<file path="config.mk">
export PLATFORM = sky130hd
export DESIGN_NAME = threshold_hit_finder_flat
export DESIGN_NICKNAME = d
export VERILOG_FILES = /design/src/rtl/core/thf_pkg.sv /design/src/rtl/core/thf_if.sv /design/src/rtl/core/thf_front.sv /design/src/rtl/core/thf_queue.sv /design/src/rtl/core/thf_back.sv /design/src/rtl/core/threshold_hit_finder.sv /design/src/flat_wrapper.sv
export SDC_FILE = /design/constraint.sdc
export NUM_CORES = 1
export LEC_CHECK = 0
export BUFFER_PORTS_ARGS = -buffer_cell sky130_fd_sc_hd__buf_2
export CAP_MARGIN = 20
export CORE_AREA = 2 2 265 267
export DETAILED_ROUTE_END_ITERATION = 10
export DIE_AREA = 0 0 267 269
export GPL_TIMING_DRIVEN = 0
export PLACE_DENSITY_LB_ADDON = 0.05
export SETUP_SLACK_MARGIN = 0.05
export SLEW_MARGIN = 30
export SYNTH_ARGS = -nofsm -noshare
export SYNTH_HDL_FRONTEND = slang
export SYNTH_SLANG_ARGS = --single-unit
</file>
<file path="constraint.sdc">
create_clock -name clock -period 14.5 [get_ports clock]
set_input_delay 2.175 -clock clock [delete_from_list [all_inputs] [get_ports clock]]
set_output_delay 2.175 -clock clock [all_outputs]
set_load 0.01 [all_outputs]
</file>
<file path="src/rtl/core/thf_pkg.sv">
package thf_pkg;

   localparam int SAMPLE_WIDTH      = 16;
   localparam int CHANNEL_WIDTH     = 16;
   localparam int THRESHOLD_WIDTH   = 12;
   localparam int FACTOR_WIDTH      = 5;
   localparam int DIVISOR_WIDTH     = 12;
   localparam int START_WIDTH       = 17;
   localparam int CHARGE_WIDTH      = 32;
   localparam int TOT_WIDTH         = 18;
   localparam int LIMIT_WIDTH       = 16;
   localparam int MAX_SAMPLES       = 8192;
   localparam int INDEX_WIDTH       = $clog2(MAX_SAMPLES);
   localparam int MAX_DOWNSAMPLE    = 16;
   localparam int THRESH_SCALE      = 10;
   localparam int QUEUE_DEPTH       = 4;
   localparam int QUEUE_PTR_WIDTH   = $clog2(QUEUE_DEPTH);
   localparam int DIV_COUNT_WIDTH   = $clog2(CHARGE_WIDTH);
   localparam int CSR_INDEX_WIDTH   = 2;
   localparam int CSR_DATA_WIDTH    = 12;

   localparam logic [THRESHOLD_WIDTH-1:0] THRESHOLD_RESET = THRESHOLD_WIDTH'(10);
   localparam logic [FACTOR_WIDTH-1:0]    FACTOR_RESET    = FACTOR_WIDTH'(1);
   localparam logic [DIVISOR_WIDTH-1:0]   DIVISOR_RESET   = DIVISOR_WIDTH'(99);

   typedef enum logic [CSR_INDEX_WIDTH-1:0] {
      CSR_THRESHOLD         = 2'd0,
      CSR_DOWNSAMPLE_FACTOR = 2'd1,
      CSR_CHARGE_DIVISOR    = 2'd2
   } csr_index_type;

   typedef struct packed {
      logic [THRESHOLD_WIDTH-1:0] threshold;
      logic [FACTOR_WIDTH-1:0]    downsample_factor;
      logic [DIVISOR_WIDTH-1:0]   charge_divisor;
   } cfg_type;

   typedef struct packed {
      logic [CHANNEL_WIDTH-1:0] hit_channel;
      logic [START_WIDTH-1:0]   start_time;
      logic [CHARGE_WIDTH-1:0]  charge_sum;
      logic [TOT_WIDTH-1:0]     tot_count;
   } hit_entry_type;

   typedef struct packed {
      logic          valid;
      hit_entry_type entry;
   } hit_push_type;

   typedef struct packed {
      logic          not_empty;
      logic          full;
      hit_entry_type head;
   } queue_status_type;

endpackage

</file>
<file path="src/rtl/core/thf_if.sv">
interface thf_req_if import thf_pkg::*; ();
   logic                      valid;
   logic                      ready;
   logic signed [SAMPLE_WIDTH-1:0] sample;
   logic [CHANNEL_WIDTH-1:0]  channel;
   logic                      last_sample;

   modport source (output valid, output sample, output channel, output last_sample,
                   input ready);
   modport sink   (input valid, input sample, input channel, input last_sample,
                   output ready);
endinterface

interface thf_rsp_if import thf_pkg::*; ();
   logic                     valid;
   logic                     ready;
   logic [CHANNEL_WIDTH-1:0] hit_channel;
   logic [START_WIDTH-1:0]   start_time;
   logic [CHARGE_WIDTH-1:0]  charge;
   logic [TOT_WIDTH-1:0]     time_over_threshold;

   modport source (output valid, output hit_channel, output start_time, output charge,
                   output time_over_threshold, input ready);
   modport sink   (input valid, input hit_channel, input start_time, input charge,
                   input time_over_threshold, output ready);
endinterface

</file>
<file path="src/rtl/core/thf_front.sv">
module thf_front import thf_pkg::*; (
   input  logic             clock,
   input  logic             reset,
   input  cfg_type          cfg,
   thf_req_if.sink          req_chan,
   input  queue_status_type queue_status,
   output hit_push_type     hit_push
);

   logic                   in_hit_ff, in_hit_in;
   logic [INDEX_WIDTH-1:0] sample_index_ff, sample_index_in;
   logic [START_WIDTH-1:0] hit_start_ff, hit_start_in;
   logic [CHARGE_WIDTH-1:0] charge_sum_ff, charge_sum_in;
   logic [TOT_WIDTH-1:0]   tot_count_ff, tot_count_in;

   logic                        accept;
   logic [FACTOR_WIDTH-1:0]     factor;
   logic [LIMIT_WIDTH-1:0]      limit;
   logic                        over;
   logic [FACTOR_WIDTH+SAMPLE_WIDTH-2:0] scaled_sample;
   logic [CHARGE_WIDTH:0]       charge_next;
   logic [TOT_WIDTH:0]          tot_next;
   logic [INDEX_WIDTH+FACTOR_WIDTH-1:0] start_product;

   assign req_chan.ready = !queue_status.full;
   assign accept         = req_chan.valid && req_chan.ready;

   // clamp factor into 1..max
   always_comb begin
      if (cfg.downsample_factor == '0) begin
         factor = FACTOR_WIDTH'(1);
      end else if (cfg.downsample_factor > FACTOR_WIDTH'(MAX_DOWNSAMPLE)) begin
         factor = FACTOR_WIDTH'(MAX_DOWNSAMPLE);
      end else begin
         factor = cfg.downsample_factor;
      end
   end

   assign limit = LIMIT_WIDTH'(cfg.threshold * THRESH_SCALE);
   assign over  = $signed({req_chan.sample[SAMPLE_WIDTH-1], req_chan.sample})
                  > $signed({1'b0, limit});

   // sample is positive whenever it is used here, so the sign bit drops
   assign scaled_sample = (FACTOR_WIDTH+SAMPLE_WIDTH-1)'(req_chan.sample[SAMPLE_WIDTH-2:0])
                          * (FACTOR_WIDTH+SAMPLE_WIDTH-1)'(factor);
   assign charge_next   = {1'b0, charge_sum_ff} + (CHARGE_WIDTH+1)'(scaled_sample);
   assign tot_next      = {1'b0, tot_count_ff} + (TOT_WIDTH+1)'(factor);
   assign start_product = (INDEX_WIDTH+FACTOR_WIDTH)'(sample_index_ff)
                          * (INDEX_WIDTH+FACTOR_WIDTH)'(factor);

   always_comb begin
      in_hit_in       = in_hit_ff;
      sample_index_in = sample_index_ff;
      hit_start_in    = hit_start_ff;
      charge_sum_in   = charge_sum_ff;
      tot_count_in    = tot_count_ff;
      hit_push.valid             = 1'b0;
      hit_push.entry.hit_channel = req_chan.channel;
      hit_push.entry.start_time  = hit_start_ff;
      hit_push.entry.charge_sum  = charge_sum_ff;
      hit_push.entry.tot_count   = tot_count_ff;
      if (accept) begin
         if (req_chan.last_sample) begin
            in_hit_in       = 1'b0;
            sample_index_in = '0;
            hit_start_in    = '0;
            charge_sum_in   = '0;
            tot_count_in    = '0;
         end else begin
            if (over && !in_hit_ff) begin
               hit_start_in  = start_product[START_WIDTH-1:0];
               charge_sum_in = CHARGE_WIDTH'(req_chan.sample[SAMPLE_WIDTH-2:0]);
               tot_count_in  = TOT_WIDTH'(factor);
               in_hit_in     = 1'b1;
            end else if (over && in_hit_ff) begin
               charge_sum_in = charge_next[CHARGE_WIDTH] ? '1
                                                         : charge_next[CHARGE_WIDTH-1:0];
               tot_count_in  = tot_next[TOT_WIDTH] ? '1 : tot_next[TOT_WIDTH-1:0];
            end else if (!over && in_hit_ff) begin
               hit_push.valid = 1'b1;
               in_hit_in      = 1'b0;
               hit_start_in   = '0;
               charge_sum_in  = '0;
               tot_count_in   = '0;
            end
            if (sample_index_ff == INDEX_WIDTH'(MAX_SAMPLES - 1)) begin
               sample_index_in = '0;
            end else begin
               sample_index_in = sample_index_ff + INDEX_WIDTH'(1);
            end
         end
      end
   end

   always_ff @(posedge clock) begin
      if (reset) begin
         in_hit_ff       <= 1'b0;
         sample_index_ff <= '0;
         hit_start_ff    <= '0;
         charge_sum_ff   <= '0;
         tot_count_ff    <= '0;
      end else begin
         in_hit_ff       <= in_hit_in;
         sample_index_ff <= sample_index_in;
         hit_start_ff    <= hit_start_in;
         charge_sum_ff   <= charge_sum_in;
         tot_count_ff    <= tot_count_in;
      end
   end

endmodule

</file>
<file path="src/rtl/core/thf_queue.sv">
module thf_queue import thf_pkg::*; (
   input  logic             clock,
   input  logic             reset,
   input  hit_push_type     hit_push,
   input  logic             pop,
   output queue_status_type queue_status
);

   hit_entry_type entries_ff [QUEUE_DEPTH];
   logic [QUEUE_PTR_WIDTH-1:0] wr_ptr_ff, wr_ptr_in;
   logic [QUEUE_PTR_WIDTH-1:0] rd_ptr_ff, rd_ptr_in;
   logic [QUEUE_PTR_WIDTH:0]   count_ff, count_in;

   always_comb begin
      wr_ptr_in = wr_ptr_ff;
      rd_ptr_in = rd_ptr_ff;
      count_in  = count_ff;
      if (hit_push.valid) begin
         wr_ptr_in = wr_ptr_ff + QUEUE_PTR_WIDTH'(1);
      end
      if (pop) begin
         rd_ptr_in = rd_ptr_ff + QUEUE_PTR_WIDTH'(1);
      end
      if (hit_push.valid && !pop) begin
         count_in = count_ff + (QUEUE_PTR_WIDTH+1)'(1);
      end else if (!hit_push.valid && pop) begin
         count_in = count_ff - (QUEUE_PTR_WIDTH+1)'(1);
      end
   end

   always_ff @(posedge clock) begin
      if (hit_push.valid) begin
         entries_ff[wr_ptr_ff] <= hit_push.entry;
      end
   end

   always_ff @(posedge clock) begin
      if (reset) begin
         wr_ptr_ff <= '0;
         rd_ptr_ff <= '0;
         count_ff  <= '0;
      end else begin
         wr_ptr_ff <= wr_ptr_in;
         rd_ptr_ff <= rd_ptr_in;
         count_ff  <= count_in;
      end
   end

   assign queue_status.not_empty = (count_ff != '0);
   assign queue_status.full      = (count_ff == (QUEUE_PTR_WIDTH+1)'(QUEUE_DEPTH));
   assign queue_status.head      = entries_ff[rd_ptr_ff];

endmodule

</file>
<file path="src/rtl/core/thf_back.sv">
module thf_back import thf_pkg::*; (
   input  logic             clock,
   input  logic             reset,
   input  cfg_type          cfg,
   input  queue_status_type queue_status,
   output logic             pop,
   thf_rsp_if.source        rsp_chan
);

   typedef enum logic [1:0] {
      IDLE,
      DIVIDE,
      DONE
   } state_type;

   state_type                   state_ff;
   logic [DIV_COUNT_WIDTH-1:0]  count_ff;
   logic [CHARGE_WIDTH-1:0]     quot_ff;
   logic [DIVISOR_WIDTH-1:0]    rem_ff;
   logic [CHANNEL_WIDTH-1:0]    channel_ff;
   logic [START_WIDTH-1:0]      start_ff;
   logic [TOT_WIDTH-1:0]        tot_ff;
   logic                        valid_ff;

   logic [DIVISOR_WIDTH:0]      rem_shift;
   logic [DIVISOR_WIDTH:0]      rem_diff;
   logic                        fits;
   logic [DIVISOR_WIDTH-1:0]    rem_in;
   logic [CHARGE_WIDTH-1:0]     quot_in;

   // one restoring step per cycle; a zero divisor yields all ones
   assign rem_shift = {rem_ff, quot_ff[CHARGE_WIDTH-1]};
   assign rem_diff  = rem_shift - {1'b0, cfg.charge_divisor};
   assign fits      = (rem_shift >= {1'b0, cfg.charge_divisor});
   assign rem_in    = fits ? rem_diff[DIVISOR_WIDTH-1:0] : rem_shift[DIVISOR_WIDTH-1:0];
   assign quot_in   = {quot_ff[CHARGE_WIDTH-2:0], fits};

   assign pop = (state_ff == IDLE) && queue_status.not_empty;

   always_ff @(posedge clock) begin
      if (reset) begin
         state_ff <= IDLE;
         count_ff <= '0;
         valid_ff <= 1'b0;
      end else begin
         unique case (state_ff)
            IDLE: begin
               if (queue_status.not_empty) begin
                  quot_ff    <= queue_status.head.charge_sum;
                  rem_ff     <= '0;
                  channel_ff <= queue_status.head.hit_channel;
                  start_ff   <= queue_status.head.start_time;
                  tot_ff     <= queue_status.head.tot_count;
                  count_ff   <= '0;
                  state_ff   <= DIVIDE;
               end
            end
            DIVIDE: begin
               quot_ff  <= quot_in;
               rem_ff   <= rem_in;
               count_ff <= count_ff + DIV_COUNT_WIDTH'(1);
               if (count_ff == DIV_COUNT_WIDTH'(CHARGE_WIDTH - 1)) begin
                  valid_ff <= 1'b1;
                  state_ff <= DONE;
               end
            end
            DONE: begin
               if (rsp_chan.ready) begin
                  valid_ff <= 1'b0;
                  state_ff <= IDLE;
               end
            end
            default: begin
               valid_ff <= 1'b0;
               state_ff <= IDLE;
            end
         endcase
      end
   end

   assign rsp_chan.valid               = valid_ff;
   assign rsp_chan.hit_channel         = channel_ff;
   assign rsp_chan.start_time          = start_ff;
   assign rsp_chan.charge              = quot_ff;
   assign rsp_chan.time_over_threshold = tot_ff;

endmodule

</file>
<file path="src/rtl/core/threshold_hit_finder.sv">
// a hit-ending item pushes its hit into the queue; the divider loads it when idle, then presents the quotient
// throughput: one input item per cycle while the hit queue has room
// each finished hit holds the divider through a load, a 32-step restoring divide and the
// hand-off; a four-deep queue absorbs hits that end close together
// reset: synchronous, active high; registers go to defaults, hit state and queue clear
module threshold_hit_finder import thf_pkg::*; (
   input  logic                       clock,
   input  logic                       reset,
   thf_req_if.sink                    req_chan,
   thf_rsp_if.source                  rsp_chan,
   input  logic                       csr_write_en,
   input  logic [CSR_INDEX_WIDTH-1:0] csr_index,
   input  logic [CSR_DATA_WIDTH-1:0]  csr_write_data
);

   cfg_type          cfg_ff;
   hit_push_type     hit_push;
   queue_status_type queue_status;
   logic             pop;

   always_ff @(posedge clock) begin
      if (reset) begin
         cfg_ff.threshold         <= THRESHOLD_RESET;
         cfg_ff.downsample_factor <= FACTOR_RESET;
         cfg_ff.charge_divisor    <= DIVISOR_RESET;
      end else if (csr_write_en) begin
         unique case (csr_index)
            CSR_THRESHOLD: begin
               cfg_ff.threshold <= csr_write_data[THRESHOLD_WIDTH-1:0];
            end
            CSR_DOWNSAMPLE_FACTOR: begin
               cfg_ff.downsample_factor <= csr_write_data[FACTOR_WIDTH-1:0];
            end
            CSR_CHARGE_DIVISOR: begin
               cfg_ff.charge_divisor <= csr_write_data[DIVISOR_WIDTH-1:0];
            end
            default: begin
               cfg_ff <= cfg_ff;
            end
         endcase
      end
   end

   thf_front u_front (
      .clock        (clock),
      .reset        (reset),
      .cfg          (cfg_ff),
      .req_chan     (req_chan),
      .queue_status (queue_status),
      .hit_push     (hit_push)
   );

   thf_queue u_queue (
      .clock        (clock),
      .reset        (reset),
      .hit_push     (hit_push),
      .pop          (pop),
      .queue_status (queue_status)
   );

   thf_back u_back (
      .clock        (clock),
      .reset        (reset),
      .cfg          (cfg_ff),
      .queue_status (queue_status),
      .pop          (pop),
      .rsp_chan     (rsp_chan)
   );

endmodule
</file>
<file path="src/flat_wrapper.sv">
// flat-port wrapper written by rule: the top's interface ports become plain ports
module threshold_hit_finder_flat import thf_pkg::*;
  (clock, reset, csr_write_en, csr_index, csr_write_data, req_chan_valid, req_chan_sample, req_chan_channel, req_chan_last_sample, req_chan_ready, rsp_chan_valid, rsp_chan_hit_channel, rsp_chan_start_time, rsp_chan_charge, rsp_chan_time_over_threshold, rsp_chan_ready);
  thf_req_if req_chan_i ();
  thf_rsp_if rsp_chan_i ();
  input  logic clock;
  input  logic reset;
  input  logic csr_write_en;
  input  logic [CSR_INDEX_WIDTH-1:0] csr_index;
  input  logic [CSR_DATA_WIDTH-1:0] csr_write_data;
  input wire logic [$bits(req_chan_i.valid)-1:0] req_chan_valid;
  input wire logic [$bits(req_chan_i.sample)-1:0] req_chan_sample;
  input wire logic [$bits(req_chan_i.channel)-1:0] req_chan_channel;
  input wire logic [$bits(req_chan_i.last_sample)-1:0] req_chan_last_sample;
  output wire logic [$bits(req_chan_i.ready)-1:0] req_chan_ready;
  output wire logic [$bits(rsp_chan_i.valid)-1:0] rsp_chan_valid;
  output wire logic [$bits(rsp_chan_i.hit_channel)-1:0] rsp_chan_hit_channel;
  output wire logic [$bits(rsp_chan_i.start_time)-1:0] rsp_chan_start_time;
  output wire logic [$bits(rsp_chan_i.charge)-1:0] rsp_chan_charge;
  output wire logic [$bits(rsp_chan_i.time_over_threshold)-1:0] rsp_chan_time_over_threshold;
  input wire logic [$bits(rsp_chan_i.ready)-1:0] rsp_chan_ready;
  assign req_chan_i.valid = req_chan_valid;
  assign req_chan_i.sample = req_chan_sample;
  assign req_chan_i.channel = req_chan_channel;
  assign req_chan_i.last_sample = req_chan_last_sample;
  assign req_chan_ready = req_chan_i.ready;
  assign rsp_chan_valid = rsp_chan_i.valid;
  assign rsp_chan_hit_channel = rsp_chan_i.hit_channel;
  assign rsp_chan_start_time = rsp_chan_i.start_time;
  assign rsp_chan_charge = rsp_chan_i.charge;
  assign rsp_chan_time_over_threshold = rsp_chan_i.time_over_threshold;
  assign rsp_chan_i.ready = rsp_chan_ready;
  threshold_hit_finder u_core (.clock(clock), .reset(reset), .req_chan(req_chan_i), .rsp_chan(rsp_chan_i), .csr_write_en(csr_write_en), .csr_index(csr_index), .csr_write_data(csr_write_data));
endmodule
</file>
==> impl_metrics.py <==
metrics = {
    "run_status": {
        "status": "finished, final reports clean",
    },
    "cells_and_area": {
        "final_layout_size_suffix_gt1_frac": 0.162,
        "layout_commonest_cell": "edfxtp_1",
        "diodes": 0,
        "area_growth_pct": 15.3,
        "layout.nets": 2593,
        "final_cell_mix": "edfxtp_1 (427), nand2_1 (252), inv_1 (166)",
    },
    "power_and_ir_drop": {
        "sequentialPowerShare": 0.434,
        "p_comb_frac": 0.231,
        "p_int_mw": 3.16,
        "ir_drop_mv": 0.102,
        "power.switching_mw": 1.36,
        "swShare": 0.301,
        "pwr_density_cell_nw_per_um2": 143,
        "power_leakage_nw": 12.1,
        "power.share.clock": 0.334,
    },
    "detailed_routing": {
        "wl_met3_um": 2490,
        "met2WireLength_um": 31800,
        "drc": 0,
        "routed_via_density": 5.13,
        "first_pass_iters": 5,
        "wl_per_cell_um": 20.4,
        "wl_met1_um": 32400,
        "drt_wl_total_um": 67900,
        "drtIter0Drc": 1044,
        "postRouteAntennaNets": 0,
        "top_layer": "met4",
        "vias": 17000,
    },
    "placement": {
        "gp_routability_congestion": 0.851,
        "port_buffers": 136,
        "dp_hpwl_um": 48900,
    },
    "synthesis": {
        "ys_types": 74,
        "synthSimpleGateAreaFrac": 0.105,
        "syn_avg_cell_area_um2": 12.9,
        "synthAdderAreaFrac": 0.121,
        "synthMuxAreaShare": 0.0711,
        "synth_top_family_by_area": "adder cells",
        "synthCells": 2120,
        "synthXorXnorAreaFrac": 0.0189,
        "yosysWarnings": 0,
        "synth_area_um2": 27300,
        "synth_nets": 2381,
        "synth-seq-area-share": 0.563,
        "async_reset_ff_frac": 0,
        "ys_ff_latch": 554,
        "synth-edff-count": 427,
        "synth-compound-area-share": 0.0838,
        "dominantRegCellSynth": "edfxtp_1",
    },
    "clock_network": {
        "ctsResizeCount": 0,
        "tritoncts": "built",
        "cts_setup_buffers": 0,
        "clk_path_buf_depth": 3,
        "cts.sinks": 554,
        "h-tree-depth": 2,
        "clk_pin_slew_ps": 60,
        "clock_latency_ps": 640,
        "numCtsBuffers": 60,
        "root_buffer": "clkbuf_16",
        "hold_buffers": 0,
    },
    "floorplan": {
        "ios": 137,
        "die_y_um": 269,
        "core_um2": 69300,
        "rows": 97,
        "die_area_um2": 71800,
        "initial_core_util": 0.394,
        "fp.dieW_um": 267,
    },
    "timing": {
        "finalHoldViolations": 0,
        "setup_viol": 0,
        "holdWs_ps": 457,
        "maxSlewHeadroom": 0.348,
        "slew_viol_final": 0,
        "min_period_ps": 7200,
        "fmax_mhz": 139,
        "fin_setup_tns_ps": 0,
        "tightest_slew_ps": 975,
        "rsz0062_at_grt": "false",
        "finClkSkew_ps": 34.6,
        "post-route-period-util": 0.496,
    },
    "critical_path": {
        "cp-start-kind": "flip-flop",
        "cp.arrival_ps": 7650,
        "worstPathMaxFanout": 10,
        "reg2reg_from": "u_core.cfg_ff[16]$_SDFFE_PP0P_",
        "critical_path_required_ps": 14950,
        "path_class": "flip-flop to flip-flop",
        "cp-end-kind": "flip-flop",
        "startpoint": "u_core.cfg_ff[16]$_SDFFE_PP0P_",
    },
    "global_route": {
        "grt_pass1_vias": 17400,
        "grt_use_total": 0.192,
        "grt_max_degree": 38,
        "grt_overflow": 0,
        "grt_first_pass_wirelength_um": 104000,
        "antenna_found_initial": 0,
    },
    "min_path": {
        "hold_start": "u_core.cfg_ff[7]$_SDFFE_PP0P_",
        "hp-class": "flip-flop to flip-flop",
    },
    "job": {
        "max_cap_viol_count": 0,
    },
}
## per-layer routing
layer / GRT usage / vias to the layer above
met4: 0.0422 / 0
met2: 0.312 / 288
met5: 0 / -
li1: - / 8095
met1: 0.275 / 8572
met3: 0.0256 / 78
## final timing paths
path | cells after the start | slack, ps | end
hold / removal | 2 | 460 | u_core.cfg_ff[7]$_SDFFE_PP0P_
setup reg to reg | 20 | 7300 | u_core.u_front.charge_sum_ff[10]$_SDFFE_PP0P_
hold reg to reg | 2 | 460 | u_core.cfg_ff[7]$_SDFFE_PP0P_
setup / recovery | 20 | 7300 | u_core.u_front.charge_sum_ff[10]$_SDFFE_PP0P_
## power groups by stage
stage	Combinational (mW)	Sequential, mW	Clock (mW)
floorplan	0.639	2.02	0
detailed placement	1.06	1.99	0
global route	1.16	1.97	1.61
finish	1.04	1.96	1.51
global placement	1.02	2.00	0
CTS	1.07	1.96	1.55
## cells in the mapped netlist (all sizes together), types with 4 or more instances
| cell type | count | area [µm²] |
|---|---|---|
| nor3 | 28 | 150 |
| nor2 | 110 | 423 |
| xnor2 | 36 | 315 |
| edfxtp | 427 | 12800 |
| o21ai | 79 | 395 |
| mux4 | 83 | 1870 |
| o41ai | 4 | 42.6 |
| nand4 | 12 | 75.1 |
| and2 | 90 | 563 |
| nand2b | 11 | 68.8 |
| fa | 93 | 1860 |
| and3 | 9 | 56.3 |
| or3 | 5 | 31.3 |
| o21a | 12 | 90.1 |
| nor2b | 18 | 113 |
| nand2 | 252 | 946 |
| dfxtp | 127 | 2540 |
| inv | 167 | 627 |
| ha | 116 | 1450 |
| o31ai | 11 | 87.6 |
| buf | 26 | 120 |
| nor3b | 5 | 37.5 |
| a22o | 10 | 87.6 |
| mux2i | 7 | 70.1 |
| a22oi | 10 | 75.1 |
| o211ai | 8 | 60.1 |
| clkbuf | 66 | 249 |
| nand3 | 40 | 200 |
| a211oi | 17 | 128 |
| o21bai | 8 | 60.1 |
| a211o | 8 | 70.1 |
| a221oi | 15 | 181 |
| a21oi | 98 | 498 |
| a31oi | 13 | 81.3 |
| or2 | 6 | 37.5 |
| xor2 | 23 | 201 |
| a21o | 26 | 195 |
| nand3b | 7 | 52.6 |
## cell families after synthesis
group                      count (synthesis)
AOI/OAI and AO/OA                        344
xor gates and xnor gates                  59
adders and majority gates                209
buffers and inverters                    259
DFF                                      554
muxes                                     90
and+or+nand+nor                          605
## stage by stage
stage | worst slack (ps) | instance area, µm² | total power, mW | util | cells
floorplan | 8240 | 27300 | 2.66 | - | 2120
global placement | 5260 | 29100 | 3.02 | 0.420 | 3196
detailed placement | 7150 | 29500 | 3.06 | 0.425 | 3209
CTS | 7310 | 31400 | 4.58 | 0.454 | 3321
global route | 6880 | 31500 | 4.74 | 0.454 | 3322
finish | 7300 | 31500 | 4.51 | 0.454 | 3322
## layout make-up
| type | count | area [µm²] |
|---|---|---|
| fill | 6338 | 37800 |
| sequential | 554 | 15400 |
| multi-input combinational | 1307 | 11000 |
| clock buffer | 79 | 1680 |
| tap | 940 | 1180 |
| timing repair buffer | 150 | 988 |
| inverter | 167 | 627 |
| buffer | 92 | 383 |
| clock inverter | 33 | 285 |
## flip-flops by register name, indices dropped and copies added, names as in the netlist, named ones only
signal	cells
u_core.u_front.charge_sum_ff	32
u_core.u_queue.wr_ptr_ff	2
u_core.u_back.rsp_chan.valid	1
u_core.u_queue.rd_ptr_ff	2
u_core.u_queue.count_ff	3
u_core.u_front.sample_index_ff	13
u_core.u_front.in_hit_ff	1
u_core.cfg_ff	29
u_core.u_back.rsp_chan.start_time	17
u_core.u_back.state_ff	2
u_core.u_front.tot_count_ff	18
u_core.u_back.count_ff	5
u_core.u_back.rsp_chan.charge	32
u_core.u_front.hit_start_ff	17
u_core.u_back.rsp_chan.time_over_threshold	18
u_core.u_back.rem_ff	12
u_core.u_back.rsp_chan.hit_channel	16
u_core.u_queue.entries_ff	332
## worst max-delay path, cell delays in order, from the launching register on
cell      delay [ps]
dfxtp_1          540
nor2b_1          540
clkbuf_1         500
clkbuf_1         610
nand2_1          160
fa_1             540
inv_1             50
fa_1             480
inv_1             60
fa_1             520
inv_1             40
ha_1             360
a21o_1           220
or3_1            330
o21ai_0          490
a21oi_2          220
o211ai_1         530
buf_4            260
nand2_1          210
o21ai_1          270
a221oi_2          80
Power figures use the tool's default switching activity.
